==> src/hdl/rlf_pkg.sv <==
// ----------------------------------------------------------------------------
// rlf_pkg
// Shared widths, defaults and the item record that travels along the chain of
// table cells in the repeat limit filter.
// ----------------------------------------------------------------------------
package rlf_pkg;

  localparam int VALUE_W            = 32;
  localparam int CNT_W              = 2;
  localparam int TABLE_SIZE_DEFAULT = 64;
  localparam int KEEP_LIMIT_DEFAULT = 2;

  typedef logic signed [VALUE_W-1:0] value_t;
  typedef logic [CNT_W-1:0]          count_t;

  // An item on its way through the chain. The done flag is set by the cell
  // that found or stored the value; keep is meaningful once done is set.
  typedef struct packed {
    value_t value;
    logic   last;
    logic   done;
    logic   keep;
  } item_t;

endpackage

==> src/hdl/rlf_cell.sv <==
// ----------------------------------------------------------------------------
// rlf_cell
// One entry of the value table. An item passing through compares against the
// stored value, updates the count or claims a free entry, and moves on to the
// next cell on advance. An item marked last empties the entry behind it.
// ----------------------------------------------------------------------------
module rlf_cell #(
  parameter int KEEP_LIMIT = rlf_pkg::KEEP_LIMIT_DEFAULT
) (
  input  logic           clk,
  input  logic           rst,
  input  logic           advance,
  input  logic           in_valid,
  input  rlf_pkg::item_t in_item,
  output logic           out_valid,
  output rlf_pkg::item_t out_item
);

  rlf_pkg::value_t ent_value;
  rlf_pkg::count_t ent_count;
  logic            ent_valid;

  rlf_pkg::value_t ent_value_next;
  rlf_pkg::count_t ent_count_next;
  logic            ent_valid_next;
  rlf_pkg::item_t  item_next;
  logic            match;

  assign match = ent_valid && (ent_value == in_item.value);

  always_comb begin
    ent_value_next = ent_value;
    ent_count_next = ent_count;
    ent_valid_next = ent_valid;
    item_next      = in_item;
    if (!in_item.done) begin
      if (match) begin
        item_next.done = 1'b1;
        if (ent_count < rlf_pkg::CNT_W'(KEEP_LIMIT)) begin
          ent_count_next = ent_count + rlf_pkg::CNT_W'(1);
          item_next.keep = 1'b1;
        end else begin
          item_next.keep = 1'b0;
        end
      end else if (!ent_valid) begin
        ent_value_next = in_item.value;
        ent_count_next = rlf_pkg::CNT_W'(1);
        ent_valid_next = 1'b1;
        item_next.done = 1'b1;
        item_next.keep = 1'b1;
      end
    end
    if (in_item.last) begin
      ent_count_next = '0;
      ent_valid_next = 1'b0;
    end
  end

  always_ff @(posedge clk) begin
    if (rst) begin
      ent_valid <= 1'b0;
      ent_count <= '0;
      out_valid <= 1'b0;
    end else if (advance) begin
      out_valid <= in_valid;
      if (in_valid) begin
        ent_valid <= ent_valid_next;
        ent_count <= ent_count_next;
      end
    end
  end

  always_ff @(posedge clk) begin
    if (advance) begin
      out_item <= item_next;
      if (in_valid) begin
        ent_value <= ent_value_next;
      end
    end
  end

endmodule

==> config.mk <==
export PLATFORM = sky130hd
export DESIGN_NAME = rlf_cell
export DESIGN_NICKNAME = d
export VERILOG_FILES = /design/src/hdl/rlf_pkg.sv /design/src/hdl/rlf_cell.sv
export SDC_FILE = /design/constraint.sdc
export NUM_CORES = 1
export LEC_CHECK = 0
export BUFFER_PORTS_ARGS = -buffer_cell sky130_fd_sc_hd__buf_2
export CORE_MARGIN = 3
export CORE_UTILIZATION = 46
export DETAILED_ROUTE_END_ITERATION = 6
export PLACE_DENSITY = 0.8
export SLEW_MARGIN = 20
export SYNTH_ARGS = -nofsm -noshare
export SYNTH_HDL_FRONTEND = slang
export SYNTH_SLANG_ARGS = --single-unit
==> constraint.sdc <==
create_clock -name clk -period 3.14 [get_ports clk]
set_input_delay 0.314 -clock clk [delete_from_list [all_inputs] [get_ports clk]]
set_output_delay 0.314 -clock clk [all_outputs]
set_load 0.02 [all_outputs]
# [Word-level counts from Yosys, hierarchy flattened]
# Index checks and enable logic that the tools add are counted.
[word_totals] latch_bits=0 mem_bits_rw=0 register_bits=71 romBits=0 mem_count=0 elab_cells=35 out_inout_bits=36
[classes] n_mul=0 mux=12 n_lt_le_gt_ge=1 bitwise=3 n_eq_ne=5 n_reduce_logical=5 n_shift=0 div=0 addsub=1
[op_table] cell="== test 32 bit" n=1
[op_table] cell="two-way mux 2 bit" n=6
[op_table] cell="AND reduction 5 bit" n=2
[op_table] cell="two-way mux 1 bit" n=6
[op_table] cell="inequality test 3 x 2 -> 1 bit (second input constant)" n=2
[op_table] cell="AND reduction 4 bit" n=1
[op_table] cell="inverter 1 bit" n=3
[op_table] cell="adder 2 x 1 -> 2 bit (second input constant)" n=1
[op_table] cell="less-than comparator 2 bit (second input constant)" n=1
[op_table] cell="inequality test 2 x 1 -> 1 bit (second input constant)" n=1
[op_table] cell="inequality test 2 bit (second input constant)" n=1
[op_table] cell="OR reduction 2 bit" n=1
[op_table] cell="logical AND 1 bit" n=1

# [Depth between registers and ports, before layout]
[depth] depth_word=5 ltp_mapped=5 mapped_depth_nobuf=5

# [Worst setup path before layout]
# Ideal clock, no wire load.
[synth_timing] path_kind="input to register" start="input port advance" end="register ent_value[0] (enable)" cell_stages=2 slack_ns=0.072 arrival_ns=2.607 t_required_ns=2.679 setup_time_ns=0.461 cell_sequence="nand2_1 > nor3_1"
[synth_via] elab_chain_cells=1
[synth_rtl] item="start, declared" line="rlf_cell.sv:12" text="input logic advance,"
[synth_rtl] item="AND reduction 5 bit (no line)"
[synth_rtl] item="end signal, assigned" line="rlf_cell.sv:77" text="ent_value <= ent_value_next;"
[synth_rtl] item="end, declared" line="rlf_cell.sv:19" text="rlf_pkg::value_t ent_value;"
# No other way between the ends.
# A chain may end at the register's enable or synchronous reset.

# [Final worst setup path]
[layout_timing] start="register ent_value[27]" end="register ent_count[0]"
[layout_via] elab_chain_cells=5
[layout_rtl] item="== test 32 bit (*)" line="rlf_cell.sv:29" text="assign match = ent_valid && (ent_value == in_item.value);"
[layout_rtl] item="logical AND 1 bit (*)" line="rlf_cell.sv:29"
[layout_rtl] item="two-way mux 2 bit" line="rlf_cell.sv:37" text="if (match) begin"
[layout_rtl] item="two-way mux 2 bit" line="rlf_cell.sv:36" text="if (!in_item.done) begin"
[layout_rtl] item="two-way mux 2 bit" line="rlf_cell.sv:53" text="if (in_item.last) begin"
[layout_rtl] item="end signal, assigned" line="rlf_cell.sv:68" text="ent_count <= ent_count_next;"
[layout_rtl] item="end, declared" line="rlf_cell.sv:20" text="rlf_pkg::count_t ent_count;"
# Every way passes the cells marked *; elsewhere a longest branch is shown, timed or not. The select of a mux whose other input is x is not followed.

==> metrics.csv <==
metric,value,unit
r2r_slack,1.32,ns
reg2regPathDepth,5,
dieWidth,81.47,microns
routabilityCongestion,0.7018,
io_pins,75,
endpoint_kind,flop,
clkTransAtPathRegs,0.07,ns
numCtsBuffers,9,
ir_drop,0.3354,mV
die_y,81.47,microns
cellPowerDensity,597.5,mW/mm^2
num_vias,1528,
crit_type,flop to flop,
start_util,0.4941,
fin_crit_sh,0.5785,
worstSetupStartpointType,flop,
cts_setup_buffers,0,
p_int,1512,uW
grt_max_degree,38,
dr.pass1.iters,4,
setup_tns,0,ns
dp_hpwl,3294,microns
cts_hold_buf,0,
synth.net_count,178,
hp-class,primary input to flop,
slew_headroom,0.4677,
reg2reg_from,ent_value[27],
worst_ep_required_time,3.40,ns
synth.avg_cell_area,18.85,sq um
outcome,completed,
final_nets,266,
via_per_inst,5.060,
place_inst,286,
setup_viol,0,
antenna_found_initial,0,
htreeDepth,3,
cts-resized-gates,0,
most-common-layout-cells,"74 x buf_2, 67 x edfxtp_1, 32 x xor2_1, 9 x clkbuf_8",
netlist_instances,139,
p_switching,455.1,uW
synth_cell_types,23,
overflow,0,
final_hold_viol_count,0,
grt_use_total,0.1610,
antenna_cells,0,
synth_warnings,0,
maxSlewViolCount,0,
placement.io_buffers,74,
seq_power_share,0.562,
ant_nets,0,
synth_seq_cells,71,
cap_violations,0,
yosysSeqAreaShare,0.7985,
timing.fmax,550.5,MHz
rsz0062_at_grt,false,
clockBufferDepth,2,
cp_max_fo,3,
routedWlPerCell,16.16,microns
rows,26,
clk_latency,0.33,ns
cellLeakagePower,0.001253,uW
dieArea,0.006637,sq mm
startpoint,ent_value[27],
final_cells,302,
clock-sinks,71,
drc,0,
area_growth,25.69,%
finalCriticalPeriod,1.817,ns
first_iter_violations,92,
clock_power_share,0.348,
grt_pass1_wl,7659,microns
finalWirelength,4881,microns
worst_pin_slew,0.7941,ns
cts_tree,yes,
finClkSkew,0.007664,ns
core_area,0.005303,sq mm
p_comb_frac,0.090,
r2r-end,ent_count[0],
cp-endpoint,ent_count[0],
grt_pass1_vias,1570,
drive_above_1_share,0.4181,
crit_arrival,2.08,ns
switching_share,0.2313,
syn_area,0.002620,sq mm
root_buffer,clkbuf_8,
final_common_cell,buf_2,
[area by class of cell]
cell class                      instances  area [sq um]
Clock buffer                            9         123.9
Clock inverter                          7         63.81
Fill cell                             391          2009
Inverter                                1         3.754
Multi-Input combinational cell         67         529.3
Sequential cell                        71          2092
Tap cell                               70         87.58
Timing Repair Buffer                   77         392.9
[worst max-delay path, cell delays in order (launching register included)]
cell and delay (ns):
edfxtp_1 0.39, xor2_1 0.16, nor4_2 0.38, nand4_1 0.23, a2111o_1 0.43, a31oi_1 0.16
[cell usage after synthesis]
| library cell | instances | share of area |
|---|---|---|
| o31ai_1 | 1 | 0.0029 |
| a31oi_1 | 2 | 0.0048 |
| nor3_1 | 1 | 0.0019 |
| nor2b_1 | 2 | 0.0048 |
| and4_2 | 1 | 0.0038 |
| a2111o_1 | 1 | 0.0043 |
| a21oi_1 | 3 | 0.0057 |
| nand2_1 | 3 | 0.0043 |
| a211oi_1 | 1 | 0.0029 |
| dfxtp_1 | 4 | 0.031 |
| o21a_1 | 1 | 0.0029 |
| nor2_1 | 2 | 0.0029 |
| edfxtp_1 | 67 | 0.77 |
| a311oi_1 | 1 | 0.0033 |
| nand4_1 | 2 | 0.0048 |
| a41oi_1 | 1 | 0.0033 |
| nor4_2 | 4 | 0.019 |
| xor2_1 | 32 | 0.11 |
| nor4_1 | 4 | 0.0095 |
| o21ai_0 | 2 | 0.0038 |
| nand2b_1 | 2 | 0.0048 |
| and4_1 | 1 | 0.0033 |
| inv_1 | 1 | 0.0014 |
[stage by stage]
stage / worst slack, ns / instance area (sq um) / util / power [uW] / hold WS (ns)
floorplan: 0.07167 / 2620 / - / 1213 / 0.3831
global placement: 1.332 / 3105 / 0.5857 / 1300 / 0.4547
detailed placement: 1.272 / 3105 / 0.5857 / 1305 / 0.4577
CTS: 1.325 / 3293 / 0.6210 / 1990 / 0.1590
global route: 1.174 / 3293 / 0.6210 / 2046 / 0.1700
finish: 1.323 / 3293 / 0.6210 / 1968 / 0.1780
[cell families after synthesis]
logic type / after synthesis / share of synthesized area
DFF: 71 / 0.7985
AOI/OAI and AO/OA: 13 / 0.03391
and+or+nand+nor: 22 / 0.05921
xor gates and xnor gates: 32 / 0.1070
buffers and inverters: 1 / 0.001431
[power by group through the flow]
stage | combinational, uW | sequential [uW] | clock [uW]
after floorplan | 37.0 | 1180 | 0
after global placement | 174 | 1130 | 0
after detailed placement | 178 | 1130 | 0
after CTS | 181 | 1110 | 702
after global routing | 193 | 1110 | 742
final | 177 | 1110 | 684
[metal layers]
metal | track usage | vias up | part of all wire
met1 | 0.1970 | 727 | 0.41
met5 | 0 | - | 0
met2 | 0.2541 | 74 | 0.49
met4 | 0.1014 | 0 | 0.023
met3 | 0.04276 | 11 | 0.075
li1 | - | 716 | -
[registers in the layout, indices dropped and copies added (netlist names)]
register and flops:
ent_value 32, ent_valid 1, ent_count 2, out_valid 1, out_item 35
[worst min path at each step]
stage	depth (start not counted)	to	start	slack (ns)
global route	2	out_valid	rst	0.17
CTS	2	out_valid	rst	0.16
finish	2	out_valid	rst	0.18
floorplan	1	out_valid	rst	0.38
global placement	2	out_valid	out_valid	0.45
detailed placement	2	out_valid	out_valid	0.46
Note: power is estimated with default switching activity, not from simulation.
